==> config.mk <==
export PLATFORM = sky130hd
export DESIGN_NAME = doubly_linked_list_manager_core
export DESIGN_NICKNAME = d
export VERILOG_FILES = /design/src/rtl/dllm_pkg.sv /design/src/rtl/dllm_ram.sv /design/src/rtl/dllm_ctrl.sv /design/src/rtl/dllm_dp.sv /design/src/rtl/doubly_linked_list_manager_core.sv
export SDC_FILE = /design/constraint.sdc
export NUM_CORES = 1
export LEC_CHECK = 0
export ABC_AREA = 1
export BUFFER_PORTS_ARGS = -buffer_cell sky130_fd_sc_hd__buf_2
export CAP_MARGIN = 10
export CORE_MARGIN = 2
export CORE_UTILIZATION = 35
export DETAILED_ROUTE_END_ITERATION = 10
export PLACE_DENSITY = 0.5
export SETUP_SLACK_MARGIN = 0.1
export SKIP_CTS_REPAIR_TIMING = 1
export SLEW_MARGIN = 20
export SYNTH_ARGS = -nofsm -noshare
export SYNTH_HDL_FRONTEND = slang
export SYNTH_HIERARCHICAL = 1
export SYNTH_SLANG_ARGS = --single-unit
==> constraint.sdc <==
create_clock -name clk_i -period 4.1 [get_ports clk_i]
set_input_delay 0.205 -clock clk_i [delete_from_list [all_inputs] [get_ports clk_i]]
set_output_delay 0.205 -clock clk_i [all_outputs]
set_load 0.05 [all_outputs]
==> src/rtl/dllm_pkg.sv <==
// Shared types and constants for the doubly linked list manager.
// Holds operation and status codes and the controller/datapath interface structs.
// No dependencies.
`default_nettype none

package dllm_pkg;

  // Fixed widths of the stream fields.
  localparam int unsigned FUNC_W   = 2;
  localparam int unsigned VALUE_W  = 32;
  localparam int unsigned POS_W    = 5;
  localparam int unsigned STATUS_W = 3;
  localparam int unsigned COUNT_W  = 5;
  localparam int unsigned TDATA_W  = 40;
  localparam int unsigned PAD_W    = TDATA_W - VALUE_W - COUNT_W;

  typedef enum logic [FUNC_W-1:0] {
    FUNC_INS_FRONT = 2'd0,
    FUNC_INS_END   = 2'd1,
    FUNC_DELETE    = 2'd2,
    FUNC_LIST      = 2'd3
  } func_e;

  typedef enum logic [STATUS_W-1:0] {
    ST_DONE   = 3'd0,
    ST_FULL   = 3'd1,
    ST_EMPTY  = 3'd2,
    ST_BADPOS = 3'd3,
    ST_ITEM   = 3'd4
  } status_e;

  // Source of the node address read from the link and value memories.
  typedef enum logic [1:0] {
    ADDR_CUR    = 2'd0,
    ADDR_HEAD   = 2'd1,
    ADDR_FOLLOW = 2'd2
  } addr_sel_e;

  typedef struct packed {
    logic      load;        // capture the accepted transaction
    logic      insert;      // link a new node
    logic      unlink;      // remove the node under the walk pointer
    logic      step;        // decrement the walk counter
    logic      emit_item;   // load a listed element into the output register
    logic      emit_status; // load a status result into the output register
    status_e   code;
    addr_sel_e addr_sel;
  } dllm_cmd_t;

  typedef struct packed {
    logic cnt_zero;
    logic full;
    logic pos_bad;
    logic steps_zero;
    logic out_free;
  } dllm_stat_t;

endpackage

`default_nettype wire

==> src/rtl/dllm_ram.sv <==
// Generic single-write, single-read memory with a registered read port.
// No dependencies.
`default_nettype none

module dllm_ram #(
  parameter int unsigned WIDTH = 8,
  parameter int unsigned DEPTH = 16
) (
  input  wire logic                     clk_i,
  input  wire logic                     we_i,
  input  wire logic [$clog2(DEPTH)-1:0] waddr_i,
  input  wire logic [WIDTH-1:0]         wdata_i,
  input  wire logic [$clog2(DEPTH)-1:0] raddr_i,
  output logic      [WIDTH-1:0]         rdata_o
);

  logic [WIDTH-1:0] mem_q [DEPTH];

  always_ff @(posedge clk_i) begin
    if (we_i) begin
      mem_q[waddr_i] <= wdata_i;
    end
    rdata_o <= mem_q[raddr_i];
  end

endmodule

`default_nettype wire

==> src/rtl/dllm_ctrl.sv <==
// Controller state machine of the doubly linked list manager.
// Sequences insert, delete walk, listing and status results; depends on dllm_pkg.
`default_nettype none

module dllm_ctrl
  import dllm_pkg::*;
(
  input  wire logic       clk_i,
  input  wire logic       rst_ni,
  input  wire logic       in_valid_i,
  output logic            in_ready_o,
  input  wire func_e      func_i,
  input  wire dllm_stat_t stat_i,
  output dllm_cmd_t       cmd_o
);

  typedef enum logic [2:0] {
    S_IDLE,
    S_INS,
    S_DEL,
    S_LIST,
    S_EMIT
  } state_e;

  state_e  state_q, state_d;
  status_e code_q, code_d;

  always_comb begin
    cmd_o          = '0;
    cmd_o.code     = code_q;
    cmd_o.addr_sel = ADDR_CUR;
    state_d        = state_q;
    code_d         = code_q;
    in_ready_o     = (state_q == S_IDLE);

    unique case (state_q)
      S_IDLE: begin
        // The head node is read every idle cycle so a walk can start at once.
        cmd_o.addr_sel = ADDR_HEAD;
        if (in_valid_i) begin
          cmd_o.load = 1'b1;
          unique case (func_i) inside
            FUNC_INS_FRONT, FUNC_INS_END: begin
              if (stat_i.full) begin
                code_d  = ST_FULL;
                state_d = S_EMIT;
              end else begin
                state_d = S_INS;
              end
            end
            FUNC_DELETE: begin
              if (stat_i.cnt_zero) begin
                code_d  = ST_EMPTY;
                state_d = S_EMIT;
              end else if (stat_i.pos_bad) begin
                code_d  = ST_BADPOS;
                state_d = S_EMIT;
              end else begin
                state_d = S_DEL;
              end
            end
            FUNC_LIST: begin
              if (stat_i.cnt_zero) begin
                code_d  = ST_EMPTY;
                state_d = S_EMIT;
              end else begin
                state_d = S_LIST;
              end
            end
            default: state_d = S_IDLE;
          endcase
        end
      end
      S_INS: begin
        cmd_o.insert = 1'b1;
        code_d       = ST_DONE;
        state_d      = S_EMIT;
      end
      S_DEL: begin
        if (stat_i.steps_zero) begin
          cmd_o.unlink = 1'b1;
          code_d       = ST_DONE;
          state_d      = S_EMIT;
        end else begin
          cmd_o.step     = 1'b1;
          cmd_o.addr_sel = ADDR_FOLLOW;
        end
      end
      S_LIST: begin
        if (stat_i.out_free) begin
          cmd_o.emit_item = 1'b1;
          if (stat_i.steps_zero) begin
            state_d = S_IDLE;
          end else begin
            cmd_o.step     = 1'b1;
            cmd_o.addr_sel = ADDR_FOLLOW;
          end
        end
      end
      S_EMIT: begin
        if (stat_i.out_free) begin
          cmd_o.emit_status = 1'b1;
          state_d           = S_IDLE;
        end
      end
      default: state_d = S_IDLE;
    endcase
  end

  always_ff @(posedge clk_i or negedge rst_ni) begin
    if (!rst_ni) begin
      state_q <= S_IDLE;
      code_q  <= ST_DONE;
    end else begin
      state_q <= state_d;
      code_q  <= code_d;
    end
  end

endmodule

`default_nettype wire

==> src/rtl/dllm_dp.sv <==
// Datapath of the doubly linked list manager: node pool memories, free list,
// head/tail/count registers, walk pointer and output register; depends on dllm_pkg, dllm_ram.
`default_nettype none

module dllm_dp
  import dllm_pkg::*;
#(
  parameter int unsigned CAPACITY   = 16,
  parameter int unsigned VALUE_BITS = 32
) (
  input  wire logic                       clk_i,
  input  wire logic                       rst_ni,
  input  wire dllm_cmd_t                  cmd_i,
  output dllm_stat_t                      stat_o,
  input  wire func_e                      func_i,
  input  wire logic signed [VALUE_W-1:0]  value_i,
  input  wire logic        [POS_W-1:0]    position_i,
  output logic                            m_valid_o,
  input  wire logic                       m_ready_i,
  output logic             [STATUS_W-1:0] m_status_o,
  output logic signed      [VALUE_W-1:0]  m_data_o,
  output logic                            m_last_o,
  output logic             [COUNT_W-1:0]  m_count_o
);

  localparam int unsigned IW = $clog2(CAPACITY);
  localparam int unsigned CW = $clog2(CAPACITY + 1);

  logic [IW-1:0] head_q, head_d, tail_q, tail_d, cur_q;
  logic [CW-1:0] cnt_q, cnt_d, sp_q, sp_d, fresh_q, fresh_d, steps_q;
  func_e         func_q;
  logic [VALUE_BITS-1:0] value_q;

  logic                    out_valid_q;
  logic [STATUS_W-1:0]     out_status_q;
  logic signed [VALUE_W-1:0] out_data_q;
  logic                    out_last_q;
  logic [COUNT_W-1:0]      out_count_q;

  logic [IW-1:0] raddr, new_node, next_rdata, prev_rdata, stack_rdata;
  logic [VALUE_BITS-1:0] val_rdata;

  logic          next_we, prev_we;
  logic [IW-1:0] next_waddr, next_wdata, prev_waddr, prev_wdata;
  logic          front, middle, out_free;

  always_comb begin
    unique case (cmd_i.addr_sel)
      ADDR_HEAD:   raddr = head_q;
      ADDR_FOLLOW: raddr = next_rdata;
      default:     raddr = cur_q;
    endcase
  end

  // Nodes freed by a delete are reused first; untouched nodes are handed out in order.
  assign new_node = (sp_q != '0) ? stack_rdata : fresh_q[IW-1:0];
  assign front    = (func_q == FUNC_INS_FRONT);
  assign middle   = (cnt_q != CW'(1)) && (cur_q != head_q) && (cur_q != tail_q);
  assign out_free = !out_valid_q || m_ready_i;

  // The back link of the head and the forward link of the tail are never read.
  always_comb begin
    next_we    = 1'b0;
    next_waddr = new_node;
    next_wdata = head_q;
    prev_we    = 1'b0;
    prev_waddr = head_q;
    prev_wdata = new_node;
    if (cmd_i.insert && (cnt_q != '0)) begin
      next_we = 1'b1;
      prev_we = 1'b1;
      if (!front) begin
        next_waddr = tail_q;
        next_wdata = new_node;
        prev_waddr = new_node;
        prev_wdata = tail_q;
      end
    end else if (cmd_i.unlink && middle) begin
      next_we    = 1'b1;
      next_waddr = prev_rdata;
      next_wdata = next_rdata;
      prev_we    = 1'b1;
      prev_waddr = next_rdata;
      prev_wdata = prev_rdata;
    end
  end

  always_comb begin
    head_d  = head_q;
    tail_d  = tail_q;
    cnt_d   = cnt_q;
    sp_d    = sp_q;
    fresh_d = fresh_q;
    if (cmd_i.insert) begin
      if (cnt_q == '0) begin
        head_d = new_node;
        tail_d = new_node;
      end else if (front) begin
        head_d = new_node;
      end else begin
        tail_d = new_node;
      end
      cnt_d = cnt_q + CW'(1);
      if (sp_q != '0) begin
        sp_d = sp_q - CW'(1);
      end else begin
        fresh_d = fresh_q + CW'(1);
      end
    end else if (cmd_i.unlink) begin
      if (cnt_q == CW'(1)) begin
        head_d = '0;
        tail_d = '0;
      end else if (cur_q == head_q) begin
        head_d = next_rdata;
      end else if (cur_q == tail_q) begin
        tail_d = prev_rdata;
      end
      cnt_d = cnt_q - CW'(1);
      sp_d  = sp_q + CW'(1);
    end
  end

  dllm_ram #(.WIDTH(VALUE_BITS), .DEPTH(CAPACITY)) u_val_ram (
    .clk_i   (clk_i),
    .we_i    (cmd_i.insert),
    .waddr_i (new_node),
    .wdata_i (value_q),
    .raddr_i (raddr),
    .rdata_o (val_rdata)
  );

  dllm_ram #(.WIDTH(IW), .DEPTH(CAPACITY)) u_next_ram (
    .clk_i   (clk_i),
    .we_i    (next_we),
    .waddr_i (next_waddr),
    .wdata_i (next_wdata),
    .raddr_i (raddr),
    .rdata_o (next_rdata)
  );

  dllm_ram #(.WIDTH(IW), .DEPTH(CAPACITY)) u_prev_ram (
    .clk_i   (clk_i),
    .we_i    (prev_we),
    .waddr_i (prev_waddr),
    .wdata_i (prev_wdata),
    .raddr_i (raddr),
    .rdata_o (prev_rdata)
  );

  dllm_ram #(.WIDTH(IW), .DEPTH(CAPACITY)) u_stack_ram (
    .clk_i   (clk_i),
    .we_i    (cmd_i.unlink),
    .waddr_i (sp_q[IW-1:0]),
    .wdata_i (cur_q),
    .raddr_i (IW'(sp_q - CW'(1))),
    .rdata_o (stack_rdata)
  );

  always_ff @(posedge clk_i or negedge rst_ni) begin
    if (!rst_ni) begin
      head_q      <= '0;
      tail_q      <= '0;
      cur_q       <= '0;
      cnt_q       <= '0;
      sp_q        <= '0;
      fresh_q     <= '0;
      out_valid_q <= 1'b0;
    end else begin
      head_q  <= head_d;
      tail_q  <= tail_d;
      cur_q   <= raddr;
      cnt_q   <= cnt_d;
      sp_q    <= sp_d;
      fresh_q <= fresh_d;
      if (cmd_i.emit_item || cmd_i.emit_status) begin
        out_valid_q <= 1'b1;
      end else if (m_ready_i) begin
        out_valid_q <= 1'b0;
      end
    end
  end

  always_ff @(posedge clk_i) begin
    if (cmd_i.load) begin
      func_q  <= func_i;
      value_q <= VALUE_BITS'(value_i);
      if (func_i == FUNC_LIST) begin
        steps_q <= cnt_q - CW'(1);
      end else begin
        steps_q <= CW'(position_i) - CW'(1);
      end
    end else if (cmd_i.step) begin
      steps_q <= steps_q - CW'(1);
    end
    if (cmd_i.emit_item) begin
      out_status_q <= ST_ITEM;
      out_data_q   <= VALUE_W'($signed(val_rdata));
      out_last_q   <= (steps_q == '0);
      out_count_q  <= COUNT_W'(cnt_q);
    end else if (cmd_i.emit_status) begin
      out_status_q <= cmd_i.code;
      out_data_q   <= '0;
      out_last_q   <= 1'b1;
      out_count_q  <= COUNT_W'(cnt_q);
    end
  end

  assign stat_o.cnt_zero   = (cnt_q == '0);
  assign stat_o.full       = (cnt_q == CW'(CAPACITY));
  assign stat_o.pos_bad    = (position_i == '0) || (32'(position_i) > 32'(cnt_q));
  assign stat_o.steps_zero = (steps_q == '0);
  assign stat_o.out_free   = out_free;

  assign m_valid_o  = out_valid_q;
  assign m_status_o = out_status_q;
  assign m_data_o   = out_data_q;
  assign m_last_o   = out_last_q;
  assign m_count_o  = out_count_q;

endmodule

`default_nettype wire

==> src/rtl/doubly_linked_list_manager_core.sv <==
// Doubly linked list manager: bounded list in a node pool with insert, delete and listing.
// Insert: the node is linked, then the status result follows. Delete at position p: the
// walk through the forward-link memory takes one node per cycle, then unlinks the node.
// Listing n nodes: one result per cycle unless the output stalls. The next item is
// accepted once the last result of the current one is in the output register.
// Reset is asynchronous and immediate: the list is empty, no memory clearing pass.
`default_nettype none

module doubly_linked_list_manager_core
  import dllm_pkg::*;
#(
  parameter int unsigned CAPACITY   = 16,
  parameter int unsigned VALUE_BITS = 32
) (
  input  wire logic               clk_i,
  input  wire logic               rst_ni,
  input  wire logic               s_axis_tvalid,
  output logic                    s_axis_tready,
  input  wire logic [TDATA_W-1:0] s_axis_tdata,  // value[31:0], position[36:32], zero
  input  wire logic [FUNC_W-1:0]  s_axis_tuser,  // func[1:0]
  output logic                    m_axis_tvalid,
  input  wire logic               m_axis_tready,
  output logic [TDATA_W-1:0]      m_axis_tdata,  // data[31:0], count[36:32], zero
  output logic [STATUS_W-1:0]     m_axis_tuser,  // status[2:0]
  output logic                    m_axis_tlast
);

  dllm_cmd_t  cmd;
  dllm_stat_t stat;
  func_e      func;

  logic signed [VALUE_W-1:0] out_data;
  logic [COUNT_W-1:0]        out_count;

  assign func = func_e'(s_axis_tuser);

  dllm_ctrl u_ctrl (
    .clk_i      (clk_i),
    .rst_ni     (rst_ni),
    .in_valid_i (s_axis_tvalid),
    .in_ready_o (s_axis_tready),
    .func_i     (func),
    .stat_i     (stat),
    .cmd_o      (cmd)
  );

  dllm_dp #(
    .CAPACITY   (CAPACITY),
    .VALUE_BITS (VALUE_BITS)
  ) u_dp (
    .clk_i      (clk_i),
    .rst_ni     (rst_ni),
    .cmd_i      (cmd),
    .stat_o     (stat),
    .func_i     (func),
    .value_i    ($signed(s_axis_tdata[VALUE_W-1:0])),
    .position_i (s_axis_tdata[VALUE_W+POS_W-1:VALUE_W]),
    .m_valid_o  (m_axis_tvalid),
    .m_ready_i  (m_axis_tready),
    .m_status_o (m_axis_tuser),
    .m_data_o   (out_data),
    .m_last_o   (m_axis_tlast),
    .m_count_o  (out_count)
  );

  assign m_axis_tdata = {{PAD_W{1'b0}}, out_count, out_data};

endmodule

`default_nettype wire
**After elaboration in Yosys (flattened, before gate mapping)**

Memory sizes are Yosys's and may differ from the RTL's. A register that Yosys moved wholly into a read port is not among the register bits.
Cells that the tools add are included.

- Memories: 4
- Flip-flop bits (word level): 114
- Word-level logic and storage cells: 165
- Memory bits (read-only): 0
- Bits of input ports: 46
- Bits in writable memories: 704
- Output and inout port bits: 46
- Latch bits: 0

- Divide/modulo/power cells: 0
- Muxes and demuxes: 77
- Equality and inequality tests: 29
- Reduce and logical (&&, ||, !) cells: 30
- Shift operators: 0
- $lt $le $gt $ge: 1
- Bitwise logic cells: 1
- $mul: 0
- Add/subtract/negate cells: 7

Memory list:

| memory | depth | width | rd ports | clocked after Yosys merged registers in | wr ports | line | RTL |
|---|---|---|---|---|---|---|---|
| u_dp.u_val_ram.mem_q | 16 | 32 | 1 | 1 | 1 | dllm_ram.sv:17 | `logic [WIDTH-1:0] mem_q [DEPTH];` |
| u_dp.u_next_ram.mem_q | 16 | 4 | 1 | 1 | 1 | dllm_ram.sv:17 |  |
| u_dp.u_prev_ram.mem_q | 16 | 4 | 1 | 1 | 1 | dllm_ram.sv:17 |  |
| u_dp.u_stack_ram.mem_q | 16 | 4 | 1 | 1 | 1 | dllm_ram.sv:17 |  |

Operator list:

| cell | count |
|---|---|
| $mux 4 | 20 |
| $mux 32 | 2 |
| $mux 5 | 10 |
| $mux 3 | 14 |
| $pmux 3 s3 | 3 |
| $mux 1 | 21 |
| $sub 5x1->5 const B | 4 |
| $add 5x1->5 const B | 3 |
| $logic_not 5->1 | 3 |
| $pmux 3 s5 | 1 |
| $reduce_bool 5->1 | 2 |
| $ne 3x3->1 const B | 3 |
| $reduce_bool 3->1 | 3 |
| $eq 4x4->1 | 2 |
| $ne 4x4->1 | 2 |
| $pmux 4 s2 | 1 |
| $reduce_bool 2->1 | 4 |
| $reduce_and 7->1 | 1 |
| $eq 2x2->1 const B | 3 |
| $eq 3x2->1 const B | 2 |
| $mux 2 | 3 |
| $ne 2x1->1 const B | 3 |
| $ne 2x2->1 const B | 3 |
| $ne 3x2->1 const B | 2 |
| other kinds (22) | 30 |

**Depth between registers and ports, before layout**

- Depth in word-level cells: 8
- Mapped depth: 23
- Gate-level depth less buffers: 20

**Cells and area by module**

Netlist, hierarchy kept.

By module, submodules not included:

| module | instances | cells each | area an instance (um^2) | sequential area each (um^2) |
|---|---|---|---|---|
| dllm_ram at u_dp.u_val_ram | 1 | 2120 | 22730.6 | 16015.4 |
| dllm_ram at u_dp.u_next_ram ... | 3 | 290 | 2966.6 | 2001.9 |
| dllm_dp | 1 | 544 | 5248.8 | 3047.9 |
| dllm_ctrl | 1 | 70 | 456.7 | 125.1 |
| doubly_linked_list_manager_core | 1 | 4 | 26.3 | 0.0 |

**Worst setup path after synthesis**

No wires, ideal clock.

- Path kind: register to register
- From: register u_dp.sp_q[0]
- To: memory u_dp/u_val_ram/mem_q[10][0] (netlist name), enable pin
- Buffers on the path: 0
- Path slack: 0.867 ns
- Stages on the path, launching flop included: 10
- Clock period less this slack: 3.233 ns
- Arrival time: 2.812 ns
- Library setup time: 0.421 ns
- Data required time: 3.679 ns
- Cells stage by stage: dfrtp_1 -> inv_1 -> ha_1 -> nand3_2 -> nor2_4 -> nand2_1 -> nand2_1 -> inv_1 -> nand3b_1 -> nor2_1

- Cells in the longest elaborated chain, start to end: 2

Ends and longest elaborated chain:

| what | line | RTL |
|---|---|---|
| start, declared | dllm_dp.sv:30 | `logic [CW-1:0] cnt_q, cnt_d, sp_q, sp_d, fresh_q, fresh_d, steps_q;` |
| start signal, assigned | dllm_dp.sv:173 | `sp_q <= sp_d;` |
| $reduce_bool 5->1 | dllm_dp.sv:56 | `assign new_node = (sp_q != '0) ? stack_rdata : fresh_q[IW-1:0];` |
| $mux 4 | dllm_dp.sv:56 |  |
| named net u_dp.new_node[2] | dllm_dp.sv:40 | `logic [IW-1:0] raddr, new_node, next_rdata, prev_rdata, stack_rdata;` |
| end, declared | dllm_ram.sv:17 |  |

The timed path passes the listed nets, and every way through them passes these cells.

==> flow_summary.toml <==
[yosys]
synth.distinct_cells = 44
synth_cells = 3608
ys_seq_area_share_pct = 67.4
syn_area_sq_mm = 0.0374
synth.avg_cell_area_sq_um = 10.4
ys.flop_type = "edfxtp_1"
yosysWarningCount = 6
ys_ff_latch = 860
async_flop_share_pct = 3.72
synth_edf_count = 781

[final_layout]
nets = 3803
final_cell_area_sq_mm = 0.0427
final_cell_mix = "nand2_1, edfxtp_1, inv_1"
multi_input_area_sq_mm = 0.00870
final_common_cell = "nand2_1"
diodes = 0
nFillCells = 10200
regArea_sq_mm = 0.0252
area_growth_pct = 14.2
final_layout_size_suffix_gt1_share_pct = 9.26

[power_and_ir_drop]
combinationalPowerShare_pct = 34.2
switchingPower_uw = 11700
p_int_uw = 18900
ir_drop_v = 0.000517
power_frac_seq_pct = 39.4
p_sw_share_pct = 38.3
leakage_uw = 0.0182
clockPowerShare_pct = 26.4
powerDensity_mw_per_mm2 = 718

[cts]
path_clk_slew_ns = 0.06
clk_latency_ns = 0.67
root_buffer = "clkbuf_16"
tritoncts = "done"
clock_sinks = 860
cts_max_level = 3
cts_buffer_depth = 3
cts_made_buffers = 95

[timing]
drv_slew = 0
fmax_mhz = 277
finalCriticalPeriod_ns = 3.61
finalCritPeriodShare_pct = 88.0
rsz0062_at_grt = "false"
setup_tns_ns = 0
tightest_slew_ns = 0.907
relSlewSlack_pct = 39.3
hold_violations = 0
finalSetupViolations = 0
clock_skew_ns = 0.0394

[flow_run]
maxCapViolCount = 0

[place]
io_buffers = 85
dpl.hpwl_microns = 50300
dpl_cell_area_sq_mm = 0.0394
gp_congestion = 0.805

[setup_path]
crit_fanout = 43
worstSetupStartpointType = "flip-flop"
slowest_stage = "buf_4"
max_stage_delay_ns = 0.53
path_common_cell = "nand2_1"
required_ns = 4.70
critical_path_arrival_ns = 4.21
cp-end-kind = "flip-flop"
path_buf_inv = 4
path_cells = "inv_1 > ha_1 > nand2_1 > nor2_1 > inv_1 > nand3_1 > a21oi_1 > ha_1 > inv_1 > nand2_1 > o21ai_4 > buf_4 > nand2_1 > nand2_1 > nand2_1 > nand3_1 > nand3_1 > nand2_1"
r2r_slack_ns = 0.49
reg2reg_depth = 18
path_delay_family = "buffers and inverters"
path_class = "flip-flop to flip-flop"
critical_path.startpoint = "u_dp/steps_q[0]"
r2r_start = "u_dp/steps_q[0]"
worst-path-stages = 18
timing.rr.end = "u_dp/u_val_ram/rdata_o[19]"

[floorplan]
initial_utilization_pct = 35.4
core_area_sq_mm = 0.106
rows = 119
dieArea_sq_mm = 0.109
ioPinCount = 92
die_w_microns = 331
die_y_microns = 331

[drt]
wl_met3_microns = 4260
ant_nets = 0
top_layer_used = "met4"
detail_route.vias_per_cell = 4.59
wl_per_cell_microns = 17.6
remaining_drc_errors = 0
wl_microns = 91800
wl_met1_microns = 42400
dr.pass1.iters = 6
drt_iter0_markers = 1707
route.met2.wl_microns = 43200
vias = 23900

[worst_hold_path]
hold_depth = 5
min_path_type = "input pin to flip-flop"
min_to = "u_ctrl/state_q[1]"
min_from = "s_axis_tvalid"

[global_routing]
grt_max_degree = 115
grt_use_total_pct = 16.7
grt_pass1_vias = 22400
grt_pass1_wl_microns = 138000
grt.overflow.total = 0
antenna_found_initial = 1

[outcome]
outcome = "finished, final reports clean"
## area by class of cell
class / count / area share, %
flip-flops and latches: 860 / 59.0
multi-input cells: 1927 / 20.4
clock buffers: 138 / 6.14
inverters: 670 / 5.98
well taps: 1391 / 4.08
repair buffers: 187 / 3.62
clock inverters: 41 / 0.759
## worst min-delay path: cells and delay by family
kind / cells / cell delay [ns]
AND/OR/NAND/NOR: 3 / 0.26
buffers and inverters: 2 / 0.17
## stage by stage
step / setup slack (ns) / util (%) / cells / hold WS (ns) / power, uW
after floorplan: 0.867 / - / 3610 / -0.0906 / 19500
after global placement: 0.475 / 37.3 / 4999 / 0.353 / 22800
after detailed placement: 0.424 / 37.3 / 4999 / 0.347 / 22900
after CTS: 0.415 / 40.1 / 5178 / -0.363 / 31000
after global routing: 0.153 / 40.4 / 5214 / 0.00818 / 32600
final: 0.491 / 40.4 / 5214 / 0.0308 / 30600
## logic make-up (layout without fill, tap and decap cells)
| kind of cell | count (synthesis) | after routing | share of synthesized area [%] |
|---|---|---|---|
| AOI/OAI and AO/OA | 67 | 67 | 1.05 |
| xor gates and xnor gates | 14 | 14 | 0.328 |
| adders and majority gates | 16 | 16 | 0.536 |
| buffers and inverters | 823 | 1036 | 9.78 |
| DFF | 860 | 860 | 67.4 |
| other | 2 | 4 | 0.0201 |
| and+or+nand+nor | 1826 | 1826 | 20.9 |
## flip-flops by register name, indices dropped and copies added (netlist names), 5 cells and up
| register | flops |
|---|---|
| u_dp/steps_q | 5 |
| u_dp/u_stack_ram/mem_q | 64 |
| u_dp/u_val_ram/rdata_o | 32 |
| u_dp/cnt_q | 5 |
| u_dp/sp_q | 5 |
| u_dp/value_q | 32 |
| u_dp/u_val_ram/mem_q | 512 |
| u_dp/u_next_ram/mem_q | 64 |
| u_dp/u_prev_ram/mem_q | 64 |
| u_dp/m_data_o | 32 |
| u_dp/m_count_o | 5 |
## power by group through the flow
stage          Combinational [uW]  Sequential (uW)  Clock, uW
4_1_cts                     10600            12100       8340
6_report                    10500            12100       8090
3_5_place_dp                10600            12300          0
3_3_place_gp                10600            12200          0
5_1_grt                     11700            12200       8680
2_1_floorplan                7000            12500          0
## worst max-delay path by stage
stage                                        endpoint  slack (ns)
after global placement     u_dp/u_val_ram/rdata_o[19]        0.47
after floorplan           u_dp/u_val_ram/mem_q[10][0]        0.87
after CTS                  u_dp/u_val_ram/rdata_o[19]        0.42
after detailed placement   u_dp/u_val_ram/rdata_o[19]        0.42
after global routing       u_dp/u_val_ram/rdata_o[19]        0.15
final                      u_dp/u_val_ram/rdata_o[19]        0.49
## synthesized netlist by cell type, types with 4 or more instances
library cell	n	area [sq um]
a21oi_1	16	80.1
o21ai_0	15	75.1
o22ai_1	8	50.1
nand2_2	9	56.3
buf_2	47	235
clkbuf_1	18	67.6
nand2_1	1097	4120
nor2_4	4	45.0
nand4_1	9	56.3
inv_2	16	60.1
ha_1	16	200
nand3_1	575	2880
buf_1	14	52.6
edfxtp_1	781	23500
buf_6	47	529
dfxtp_1	47	941
nand3_2	4	40.0
dfrtp_1	32	801
xor2_1	12	105
nand3b_1	8	60.1
inv_1	646	2420
nor2_1	107	402
inv_4	4	25.0
o21ai_1	10	50.1
buf_4	25	188
nand2_4	5	56.3
a22oi_1	9	67.6
## routing by layer
layer	track usage, %	vias to the layer above
met2	27.7	495
met5	0	-
met1	23.0	11400
met4	4.53	0
li1	-	11900
met3	2.31	128
Power figures use the tool's default switching activity.
